--- config.mk ---
export PLATFORM = sky130hd
export DESIGN_NAME = stuffed_frame_receiver_crc16_core
export DESIGN_NICKNAME = d
export VERILOG_FILES = /design/src/sfr_pkg.sv /design/src/sfr_front.sv /design/src/sfr_queue.sv /design/src/sfr_back.sv /design/src/stuffed_frame_receiver_crc16_core.sv
export SDC_FILE = /design/constraint.sdc
export NUM_CORES = 1
export LEC_CHECK = 0
export CORE_UTILIZATION = 63
export DETAILED_ROUTE_END_ITERATION = 10
export DONT_BUFFER_PORTS = 1
export PLACE_DENSITY = 0.85
export SYNTH_ARGS = -nofsm -noshare
export SYNTH_HDL_FRONTEND = slang
export SYNTH_SLANG_ARGS = --single-unit
--- constraint.sdc ---
create_clock -name clk -period 3.2 [get_ports clk]
set_clock_uncertainty 0.1 [all_clocks]
set_input_delay 0.16 -clock clk [delete_from_list [all_inputs] [get_ports clk]]
set_output_delay 0.16 -clock clk [all_outputs]
set_load 0.03 [all_outputs]
--- src/sfr_pkg.sv ---
// Shared types, constants and the CRC-16 byte update for the stuffed frame receiver.
// No dependencies; every other file of the block imports this package.
package sfr_pkg;

  // Register indexes of the configuration port.
  localparam logic [2:0] REG_START  = 3'd0;
  localparam logic [2:0] REG_END    = 3'd1;
  localparam logic [2:0] REG_ESCAPE = 3'd2;
  localparam logic [2:0] REG_XON    = 3'd3;
  localparam logic [2:0] REG_XOFF   = 3'd4;

  // Reset values of the configuration registers.
  localparam logic [7:0] START_RST  = 8'h02;
  localparam logic [7:0] END_RST    = 8'h03;
  localparam logic [7:0] ESCAPE_RST = 8'h10;
  localparam logic [7:0] XON_RST    = 8'h11;
  localparam logic [7:0] XOFF_RST   = 8'h13;

  // Frame bound and byte counter width.
  localparam int unsigned CNT_W = 8;
  localparam logic [CNT_W-1:0] MAX_FRAME = 8'd128;

  // CRC and unstuffing constants.
  localparam logic [15:0] CRC_POLY       = 16'h1021;
  localparam logic [7:0]  UNSTUFF_OFFSET = 8'h40;

  // Closing result error codes.
  localparam logic [1:0] ERR_NONE = 2'd0;
  localparam logic [1:0] ERR_ESC  = 2'd1;
  localparam logic [1:0] ERR_OVF  = 2'd2;

  // Operation codes passed from the front to the back.
  localparam logic [1:0] OP_START = 2'd0;
  localparam logic [1:0] OP_DATA  = 2'd1;
  localparam logic [1:0] OP_END   = 2'd2;

  // Queue between front and back.
  localparam int unsigned Q_DEPTH = 2;
  localparam int unsigned Q_AW    = 1;
  localparam int unsigned Q_CW    = 2;

  // One classified item for the back end.
  typedef struct packed {
    logic [1:0] op;
    logic [7:0] data;
    logic       esc;
  } op_t;

  // Queue status seen by the front and the back.
  typedef struct packed {
    logic full;
    logic valid;
  } q_status_t;

  // CRC-16, polynomial 0x1021, MSB first, one byte per call.
  function automatic logic [15:0] crc16_byte(input logic [15:0] crc, input logic [7:0] b);
    logic [15:0] c;
    c = crc ^ {b, 8'h00};
    for (int k = 0; k < 8; k++) begin
      c = c[15] ? ({c[14:0], 1'b0} ^ CRC_POLY) : {c[14:0], 1'b0};
    end
    return c;
  endfunction

endpackage

--- src/sfr_front.sv ---
// Front end: configuration registers, frame and escape tracking, byte classification.
// Depends on sfr_pkg; pushes one operation per meaningful byte into the queue.
module sfr_front (
  input  logic          clk,
  input  logic          rst_n,
  input  logic          cfg_we,
  input  logic [2:0]    cfg_idx,
  input  logic [7:0]    cfg_wdata,
  input  logic          accept,
  input  logic [7:0]    rx_byte,
  output logic          push,
  output sfr_pkg::op_t  push_op
);
  import sfr_pkg::*;

  logic [7:0] start_r, end_r, escape_r, xon_r, xoff_r;
  logic       in_frame_r, in_frame_nxt;
  logic       esc_r, esc_nxt;
  logic       is_prefix;

  // Configuration registers.
  always_ff @(posedge clk) begin
    if (!rst_n) begin
      start_r  <= START_RST;
      end_r    <= END_RST;
      escape_r <= ESCAPE_RST;
      xon_r    <= XON_RST;
      xoff_r   <= XOFF_RST;
    end else if (cfg_we) begin
      case (cfg_idx)
        REG_START:  start_r  <= cfg_wdata;
        REG_END:    end_r    <= cfg_wdata;
        REG_ESCAPE: escape_r <= cfg_wdata;
        REG_XON:    xon_r    <= cfg_wdata;
        REG_XOFF:   xoff_r   <= cfg_wdata;
        default: ;
      endcase
    end
  end

  assign is_prefix = (rx_byte == escape_r) || (rx_byte == xon_r) ||
                     (rx_byte == xoff_r) || (rx_byte == start_r);

  // Classify the byte against the frame and escape state.
  always_comb begin
    in_frame_nxt  = in_frame_r;
    esc_nxt       = esc_r;
    push          = 1'b0;
    push_op.op    = OP_DATA;
    push_op.data  = rx_byte;
    push_op.esc   = esc_r;
    if (accept) begin
      if (!in_frame_r) begin
        if (rx_byte == start_r) begin
          push         = 1'b1;
          push_op.op   = OP_START;
          in_frame_nxt = 1'b1;
          esc_nxt      = 1'b0;
        end
      end else if (rx_byte == end_r) begin
        push         = 1'b1;
        push_op.op   = OP_END;
        in_frame_nxt = 1'b0;
        esc_nxt      = 1'b0;
      end else if (esc_r) begin
        push         = 1'b1;
        push_op.data = rx_byte - UNSTUFF_OFFSET;
        esc_nxt      = 1'b0;
      end else if (is_prefix) begin
        esc_nxt = 1'b1;
      end else begin
        push = 1'b1;
      end
    end
  end

  always_ff @(posedge clk) begin
    if (!rst_n) begin
      in_frame_r <= 1'b0;
      esc_r      <= 1'b0;
    end else begin
      in_frame_r <= in_frame_nxt;
      esc_r      <= esc_nxt;
    end
  end

endmodule

--- src/sfr_queue.sv ---
// Short register queue that decouples the classifying front from the back end.
// Depends on sfr_pkg for the operation type and depth constants.
module sfr_queue (
  input  logic               clk,
  input  logic               rst_n,
  input  logic               push,
  input  sfr_pkg::op_t       push_op,
  input  logic               pop,
  output sfr_pkg::op_t       head_op,
  output sfr_pkg::q_status_t status
);
  import sfr_pkg::*;

  op_t             mem_r [Q_DEPTH];
  logic [Q_AW-1:0] wr_ptr_r, rd_ptr_r;
  logic [Q_CW-1:0] count_r;

  assign head_op      = mem_r[rd_ptr_r];
  assign status.valid = (count_r != '0);
  assign status.full  = (count_r == Q_CW'(Q_DEPTH));

  // Entry storage; no reset needed on payload.
  always_ff @(posedge clk) begin
    if (push) begin
      mem_r[wr_ptr_r] <= push_op;
    end
  end

  // Pointers and fill count.
  always_ff @(posedge clk) begin
    if (!rst_n) begin
      wr_ptr_r <= '0;
      rd_ptr_r <= '0;
      count_r  <= '0;
    end else begin
      if (push) begin
        wr_ptr_r <= wr_ptr_r + 1'b1;
      end
      if (pop) begin
        rd_ptr_r <= rd_ptr_r + 1'b1;
      end
      case ({push, pop})
        2'b10:   count_r <= count_r + 1'b1;
        2'b01:   count_r <= count_r - 1'b1;
        default: count_r <= count_r;
      endcase
    end
  end

endmodule

--- src/sfr_back.sv ---
// Back end: CRC-16, frame byte count, overflow tracking and the output register.
// Depends on sfr_pkg; consumes operations from the queue head.
module sfr_back (
  input  logic               clk,
  input  logic               rst_n,
  input  sfr_pkg::op_t       head_op,
  input  sfr_pkg::q_status_t q_status,
  output logic               pop,
  input  logic               out_stall,
  output logic               out_valid,
  output logic [7:0]         out_data_byte,
  output logic               out_is_data,
  output logic               out_frame_end,
  output logic               out_crc_good,
  output logic [1:0]         out_error_code
);
  import sfr_pkg::*;

  logic [15:0]      crc_r, crc_nxt;
  logic [CNT_W-1:0] count_r, count_nxt;
  logic             ovf_r, ovf_nxt;
  logic             valid_r, valid_nxt;
  logic [7:0]       data_r, data_nxt;
  logic             is_data_r, is_data_nxt;
  logic             end_r, end_nxt;
  logic             good_r, good_nxt;
  logic [1:0]       err_r, err_nxt;
  logic             produce;

  // Take the next operation whenever the output register is free or draining.
  assign pop = q_status.valid && (!valid_r || !out_stall);

  always_comb begin
    crc_nxt     = crc_r;
    count_nxt   = count_r;
    ovf_nxt     = ovf_r;
    produce     = 1'b0;
    data_nxt    = data_r;
    is_data_nxt = is_data_r;
    end_nxt     = end_r;
    good_nxt    = good_r;
    err_nxt     = err_r;
    if (pop) begin
      case (head_op.op)
        OP_START: begin
          crc_nxt   = crc16_byte(16'h0000, head_op.data);
          count_nxt = CNT_W'(1);
          ovf_nxt   = 1'b0;
        end
        OP_DATA: begin
          if (count_r >= MAX_FRAME) begin
            ovf_nxt = 1'b1;
          end else begin
            crc_nxt     = crc16_byte(crc_r, head_op.data);
            count_nxt   = count_r + 1'b1;
            produce     = 1'b1;
            data_nxt    = head_op.data;
            is_data_nxt = 1'b1;
            end_nxt     = 1'b0;
            good_nxt    = 1'b0;
            err_nxt     = ERR_NONE;
          end
        end
        OP_END: begin
          produce     = 1'b1;
          data_nxt    = 8'h00;
          is_data_nxt = 1'b0;
          end_nxt     = 1'b1;
          good_nxt    = (crc_r == 16'h0000);
          err_nxt     = ovf_r ? ERR_OVF : (head_op.esc ? ERR_ESC : ERR_NONE);
          crc_nxt     = '0;
          count_nxt   = '0;
          ovf_nxt     = 1'b0;
        end
        default: ;
      endcase
    end
    valid_nxt = produce || (valid_r && out_stall);
  end

  // Frame state.
  always_ff @(posedge clk) begin
    if (!rst_n) begin
      crc_r   <= '0;
      count_r <= '0;
      ovf_r   <= 1'b0;
      valid_r <= 1'b0;
    end else begin
      crc_r   <= crc_nxt;
      count_r <= count_nxt;
      ovf_r   <= ovf_nxt;
      valid_r <= valid_nxt;
    end
  end

  // Result payload register.
  always_ff @(posedge clk) begin
    data_r    <= data_nxt;
    is_data_r <= is_data_nxt;
    end_r     <= end_nxt;
    good_r    <= good_nxt;
    err_r     <= err_nxt;
  end

  assign out_valid      = valid_r;
  assign out_data_byte  = data_r;
  assign out_is_data    = is_data_r;
  assign out_frame_end  = end_r;
  assign out_crc_good   = good_r;
  assign out_error_code = err_r;

endmodule

--- src/stuffed_frame_receiver_crc16_core.sv ---
// Top level of the stuffed frame receiver with CRC-16 check.
// Depends on sfr_pkg, sfr_front, sfr_queue and sfr_back.
//
//   channel | direction | ports
//   --------+-----------+--------------------------------------------------
//   in      | input     | in_valid, in_stall, in_rx_byte
//   out     | output    | out_valid, out_stall, out_data_byte, out_is_data,
//           |           | out_frame_end, out_crc_good, out_error_code
//   cfg     | input     | cfg_we, cfg_idx, cfg_wdata (write only)
//
// One item per cycle is accepted while in_stall is low; the front classifies each item into the
// queue, and the back then updates the CRC and loads the output register from the queue head.
// The two-entry queue raises in_stall only when it is full, i.e. the output side stalls.
// Reset is synchronous, active low, and clears codes to defaults and all frame state.
module stuffed_frame_receiver_crc16_core (
  input  logic       clk,
  input  logic       rst_n,
  input  logic       cfg_we,
  input  logic [2:0] cfg_idx,
  input  logic [7:0] cfg_wdata,
  input  logic       in_valid,
  output logic       in_stall,
  input  logic [7:0] in_rx_byte,
  output logic       out_valid,
  input  logic       out_stall,
  output logic [7:0] out_data_byte,
  output logic       out_is_data,
  output logic       out_frame_end,
  output logic       out_crc_good,
  output logic [1:0] out_error_code
);
  import sfr_pkg::*;

  logic      accept;
  logic      push;
  logic      pop;
  op_t       push_op;
  op_t       head_op;
  q_status_t q_status;

  assign in_stall = q_status.full;
  assign accept   = in_valid && !in_stall;

  // Classification of incoming bytes.
  sfr_front u_front (
    .clk       (clk),
    .rst_n     (rst_n),
    .cfg_we    (cfg_we),
    .cfg_idx   (cfg_idx),
    .cfg_wdata (cfg_wdata),
    .accept    (accept),
    .rx_byte   (in_rx_byte),
    .push      (push),
    .push_op   (push_op)
  );

  // Decoupling queue.
  sfr_queue u_queue (
    .clk     (clk),
    .rst_n   (rst_n),
    .push    (push),
    .push_op (push_op),
    .pop     (pop),
    .head_op (head_op),
    .status  (q_status)
  );

  // CRC, count and result generation.
  sfr_back u_back (
    .clk            (clk),
    .rst_n          (rst_n),
    .head_op        (head_op),
    .q_status       (q_status),
    .pop            (pop),
    .out_stall      (out_stall),
    .out_valid      (out_valid),
    .out_data_byte  (out_data_byte),
    .out_is_data    (out_is_data),
    .out_frame_end  (out_frame_end),
    .out_crc_good   (out_crc_good),
    .out_error_code (out_error_code)
  );

`ifndef SYNTHESIS
  // A full queue always has a head to offer.
  a_full_has_head: assert property (@(posedge clk) disable iff (!rst_n)
    q_status.full |-> q_status.valid)
    else $error("queue reports full without a valid head");

  // A result is either data or a frame close, never both.
  a_kind_exclusive: assert property (@(posedge clk) disable iff (!rst_n)
    out_valid |-> (out_is_data != out_frame_end))
    else $error("result kind is not exactly one of data and frame end");

  // Data results carry no status.
  a_data_clean: assert property (@(posedge clk) disable iff (!rst_n)
    (out_valid && out_is_data) |-> (!out_crc_good && out_error_code == ERR_NONE))
    else $error("data result carries status bits");

  // Nothing is popped from an empty queue.
  a_pop_nonempty: assert property (@(posedge clk) disable iff (!rst_n)
    pop |-> q_status.valid)
    else $error("pop from empty queue");
`endif

endmodule

# Word-level counts from Yosys, hierarchy flattened
# Memories as Yosys holds them, arrays and structs flattened. A register that Yosys moved wholly into a read port is not among the register bits.
# Cells that the tools add are included.
[totals]
regBits = 85
latch_bits = 0
ramBits = 22
mem_bits_ro = 0
input_bits = 24
out_inout_bits = 15
elab_cells = 151
memories = 1
[memory_table]
columns = ["memory", "depth", "word_bits", "rd", "rd_ports_with_merged_regs", "write_ports", "line_no", "source"]
rows = [
  ["u_queue.mem_r", 2, 11, 1, 1, 1, "sfr_queue.sv:14", "op_t mem_r [Q_DEPTH];"],
]
[classes]
n_addsub = 6
n_mul = 0
div = 0
order_cmp = 1
eq_ne = 16
n_shift = 0
n_mux = 61
bitwise_logic = 17
reduce_logical = 30
[ops]
columns = ["cell", "n"]
rows = [
  ["$mux 13", 16],
  ["$not 3->3", 16],
  ["$pmux 16 s3", 1],
  ["$eq 8x8->1", 5],
  ["$mux 8", 5],
  ["$mux 1", 24],
  ["$pmux 8 s3", 1],
  ["$logic_not 16->1", 1],
  ["$mux 16", 1],
  ["$pmux 8 s2", 1],
  ["$xor 16x16->16", 1],
  ["$reduce_and 2->1", 6],
  ["$mux 10", 1],
  ["$pmux 1 s2", 5],
  ["$reduce_bool 2->1", 5],
  ["$reduce_and 3->1", 3],
  ["$add 8x1->8 const B", 1],
  ["$ge 8x8->1 const B", 1],
  ["$mux 2", 4],
  ["$pmux 2 s2", 2],
  ["$sub 8x7->8 const B", 1],
  ["$eq 2x2->1 const B", 3],
  ["$eq 3x2->1 const B", 2],
  ["$logic_or 1x1->1", 5],
  ["14 further kinds", 20],
]

# Depth between registers and ports, before layout
[depth]
word_depth = 19
depth_mapped = 12
depth_no_buf = 10

# Hierarchy
# A second synthesis with hierarchy kept.
[unflattened]
hier_cells = 557
hier_area_um2 = 5442.7
[modules_own_cells]
columns = ["mod", "instances", "cells_per_inst", "area_per_inst_um2", "seq_area_each_um2"]
rows = [
  ["sfr_front", 1, 273, 2212.1, 840.8],
  ["sfr_back", 1, 227, 2208.4, 910.9],
  ["sfr_queue", 1, 56, 1008.5, 760.7],
  ["stuffed_frame_receiver_crc16_core", 1, 1, 13.8, 0.0],
]

# Least setup slack after synthesis
# No wires, ideal clock.
[synth_timing]
kind = "reg-to-reg"
from = "register with a tool-made name"
to = "register u_back.good_r (netlist: u_back.out_crc_good) (enable)"
setup_ns = 0.387
arrival_ns = 2.188
required_time_ns = 2.713
path_slack_ns = 0.525
path_stages_with_launch = 8
path_buffers = 3
synth_period_minus_slack_ns = 2.675
path_cell_list = "dfxtp_1 -> buf_2 -> buf_4 -> mux2i_1 -> ha_1 -> clkbuf_1 -> nand2_1 -> a21oi_1"
[synth_lines]
columns = ["element", "line_no", "source"]
rows = [
  ["to (signal assigned)", "sfr_back.sv:101", "good_r <= good_nxt;"],
  ["to (decl)", "sfr_back.sv:26", "logic good_r, good_nxt;"],
]

# Worst setup path after layout
[layout_timing]
from = "register u_front.start_r[4]"
to = "register u_queue.count_r[1]"
[layout_via]
elab_chain_cells = 9
elab_cells_between_ends = 12
cone_classes = "eq/ne: 3; mux: 7; reduce/logical: 2"
[layout_rtl]
columns = ["element", "line_no", "source"]
rows = [
  ["from (decl)", "sfr_front.sv:16", "logic [7:0] start_r, end_r, escape_r, xon_r, xoff_r;"],
  ["from (signal assigned)", "sfr_front.sv:31", "REG_START: start_r <= cfg_wdata;"],
  ["$eq 8x8->1 *", "sfr_front.sv:42, sfr_front.sv:54", ""],
  ["$logic_or 1x1->1", "sfr_front.sv:42", "(rx_byte == xoff_r) || (rx_byte == start_r);"],
  ["$mux 1", "sfr_front.sv:69", "end else if (is_prefix) begin"],
  ["$mux 1", "sfr_front.sv:65", "end else if (esc_r) begin"],
  ["$mux 1", "sfr_front.sv:60", "end else if (rx_byte == end_r) begin"],
  ["$mux 1 *", "sfr_front.sv:53", "if (!in_frame_r) begin"],
  ["$mux 1 *", "sfr_front.sv:52", "if (accept) begin"],
  ["$eq 2x1->1 or $eq 2x2->1 (tied branches)", "sfr_queue.sv:42", "case ({push, pop})"],
  ["$pmux 2 s2 or $reduce_bool 2->1 (tied branches)", "n/a", ""],
  ["to (signal assigned)", "sfr_queue.sv:43", "2'b10: count_r <= count_r + 1'b1;"],
  ["to (signal assigned)", "sfr_queue.sv:44", "2'b01: count_r <= count_r - 1'b1;"],
  ["to (signal assigned)", "sfr_queue.sv:45", "default: count_r <= count_r;"],
  ["to (decl)", "sfr_queue.sv:16", "logic [Q_CW-1:0] count_r;"],
]
# Every way passes the cells marked *; elsewhere a longest branch is shown, timed or not.
# A chain may end at the register's enable or synchronous reset.

==> metrics.yaml <==
synth_seq_area_share_pct: 48.2
reg2reg_slack_ps: 470
io_buffer_count: 0
fillers: 586
gp_congestion: 0.925
max_slew_margin_pct: 36.5
async_flop_share_pct: 0
fin_crit_ps: 2730
holdPathStages: 2
hold_violations: 0
antenna_cells: 0
synthTopCellsByArea: "dfxtp_1 (28%), edfxtp_1 (20%), xnor2_1 (10%), nand2_1 (7.1%), a21oi_1 (5.1%)"
drive_gt1_share_pct: 7.03
startpoint: "u_front.start_r[4]"
worst_r2r_path_depth: 9
critPathRequiredTime_ps: 3400
cts_tree: "yes"
antenna_found_initial: 0
die_y_um: 92.9
leakage_nw: 1.92
dpl_worst_slack_ps: 608
synth_adder_area_share_pct: 1.44
place_inst: 634
post_synth_mux_area_share_pct: 3.84
syn2layout_area_growth_pct: 8.09
clkTransAtPathRegs_ps: 120
layout_setup_ws_ps: 469
cts-root-buf: "clkbuf_8"
die-area_um2: 8640
synthCells: 555
routed_via_density: 6.01
dp_hpwl_um: 7920
first_global_vias: 3913
reg2reg_to: "u_queue.count_r[1]"
hold_start: "rst_n"
initial_core_util_pct: 66.4
status: "completed"
max_freq_ghz: 0.366
slew_viol_final: 0
p_per_area_nw_per_um2: 683
hold_path.class: "in -> reg"
hold_slack_ps: 14.1
dpl_cell_area_um2: 5240
drcViolationCount: 0
synth_top_flop_cell: "dfxtp_1"
synth_top_family_by_area: "simple AND/OR/NAND/NOR gates"
drt-pass1-iter-count: 5
drv_cap: 0
synth-compound-area-share_pct: 10.1
initialDrtViolationCount: 274
track_usage_pct: 29.1
synth_top_area_share_pct: 28.0
vias: 4031
yosysWarnings: 0
grt_max_degree: 37
cts_inserted_buffers: 9
utilization_pct: 71.8
synthDistinctLibCells: 48
hold-path-endpoint: "u_back.count_r[3]"
tns_ps: 0
path_class: "reg -> reg"
cp_max_fo: 4
synth-simple-area-share_pct: 18.1
setup_violations: 0
synth_edf_count: 35
ant_nets: 0
synth_seq_cells: 108
vdd_drop_max_v: 0.000337
post-route-period-util_pct: 85.3
start_kind: "flop"
clock_latency_ps: 380
power.total_mw: 3.84
wire_per_inst_um: 17.5
die_w_um: 92.9
finalNetCount: 594
drt-total-wl_um: 11800
synth_top_area_cell: "dfxtp_1"
io_pins: 39
synth_xor_area_share_pct: 14.3
stdcell_area_um2: 5630
tightest_slew_ps: 950
grt_pass1_wl_um: 19100
cts.sinks: 108
end_kind: "flop"
core_um2: 7850
reg2reg_from: "u_front.start_r[4]"
clock_path_buffers: 2
arrival_ps: 2930
row_count: 32
rsz0062_at_grt: "no"
syn_area_um2: 5210
synth_area_per_cell_um2: 9.39
gr-total-overflow: 0
syn-num-nets: 585
finalNonFillerCells: 671
htree_levels: 3
worst max-delay path by stage:
stage	to	slack [ps]	cells past startpoint
2_1_floorplan	u_back.out_crc_good	530	7
3_3_place_gp	u_queue.count_r[1]	770	9
3_5_place_dp	u_queue.count_r[1]	610	9
4_1_cts	u_queue.count_r[1]	520	9
5_1_grt	u_queue.count_r[1]	290	9
6_report	u_queue.count_r[1]	470	9
cell type report:
class                      instances  area (um2)  share of cell area (%)
sequential                       108        2510                    44.6
multi-input combinational        404        2490                    44.3
timing repair buffer              29         270                    4.80
clock buffer                      10         128                    2.27
tap                              102         128                    2.27
clock inverter                     6        56.3                    1.00
inverter                          12        45.0                   0.800
what timing repair did:
item,CTS,global route
endpoints found under the hold margin,70,0
buffers inserted,0,0
hold buffers,21,0
gates resized for setup,0,0
flip-flops by register name, summed over array words and instances, names as in the netlist, 8 cells and up, named ones only:
signal	cells
u_queue.mem_r	22
u_back.crc_r	16
u_back.count_r	8
u_back.out_data_byte	8
u_front.end_r	8
u_front.escape_r	8
u_front.start_r	8
u_front.xoff_r	8
u_front.xon_r	8
cell usage after synthesis, drive strengths merged (3+ instances only):
master   n
nor3     5
nand3   20
nor2b    4
xnor2   62
edfxtp  35
nand4   11
or3      4
o211ai   3
mux2i   13
ha       6
buf     14
nor4     7
xor2    19
dfxtp   73
a221oi   4
nand3b   3
mux2     4
a21oi   53
inv     12
and2     5
nand2b   4
nand2   98
o21ai   23
clkbuf  17
nor2    39
where the power goes:
group / switching, mW / internal [mW]
Combinational: 0.734 / 0.572
Clock: 0.497 / 0.299
Sequential: 0.170 / 1.57
Total: 1.40 / 2.44
cell usage in the layout (no fill, tap or decap), types with 5 or more instances in the layout:
cell and count:
a21oi_1 53, and2_1 5, buf_4 8, clkbuf_8 9, dfxtp_1 73, dlygate4sd3_1 21, edfxtp_1 35, ha_1 6
inv_1 11, mux2i_1 11, nand2_1 98, nand3_1 20, nand4_1 11, nor2_1 37, nor3_1 5, nor4_1 7
o21ai_0 23, xnor2_1 60, xor2_1 16
routing by layer:
metal	GRT usage (%)	vias up	part of all wire, %
met4	14.0	0	3.1
met1	31.6	1874	36
met2	52.9	211	53
met3	6.81	43	7.7
li1	-	1903	-
met5	0	-	0
worst max-delay path, stage by stage (launching register included):
cell	delay, ps
dfxtp_1	350
xor2_1	170
nor4_1	460
a21oi_1	220
nor2_1	190
a21boi_2	250
inv_1	60
ha_1	320
or3_1	370
a21oi_1	160
logic make-up (layout without fill, tap and decap cells):
kind of cell / count (synthesis) / in the layout
xor gates and xnor gates: 81 / 81
and+or+nand+nor: 206 / 206
adders and majority gates: 6 / 6
buffers and inverters: 43 / 57
DFF: 108 / 108
muxes: 17 / 17
AOI/OAI and AO/OA: 94 / 94
Power figures use the tool's default switching activity.
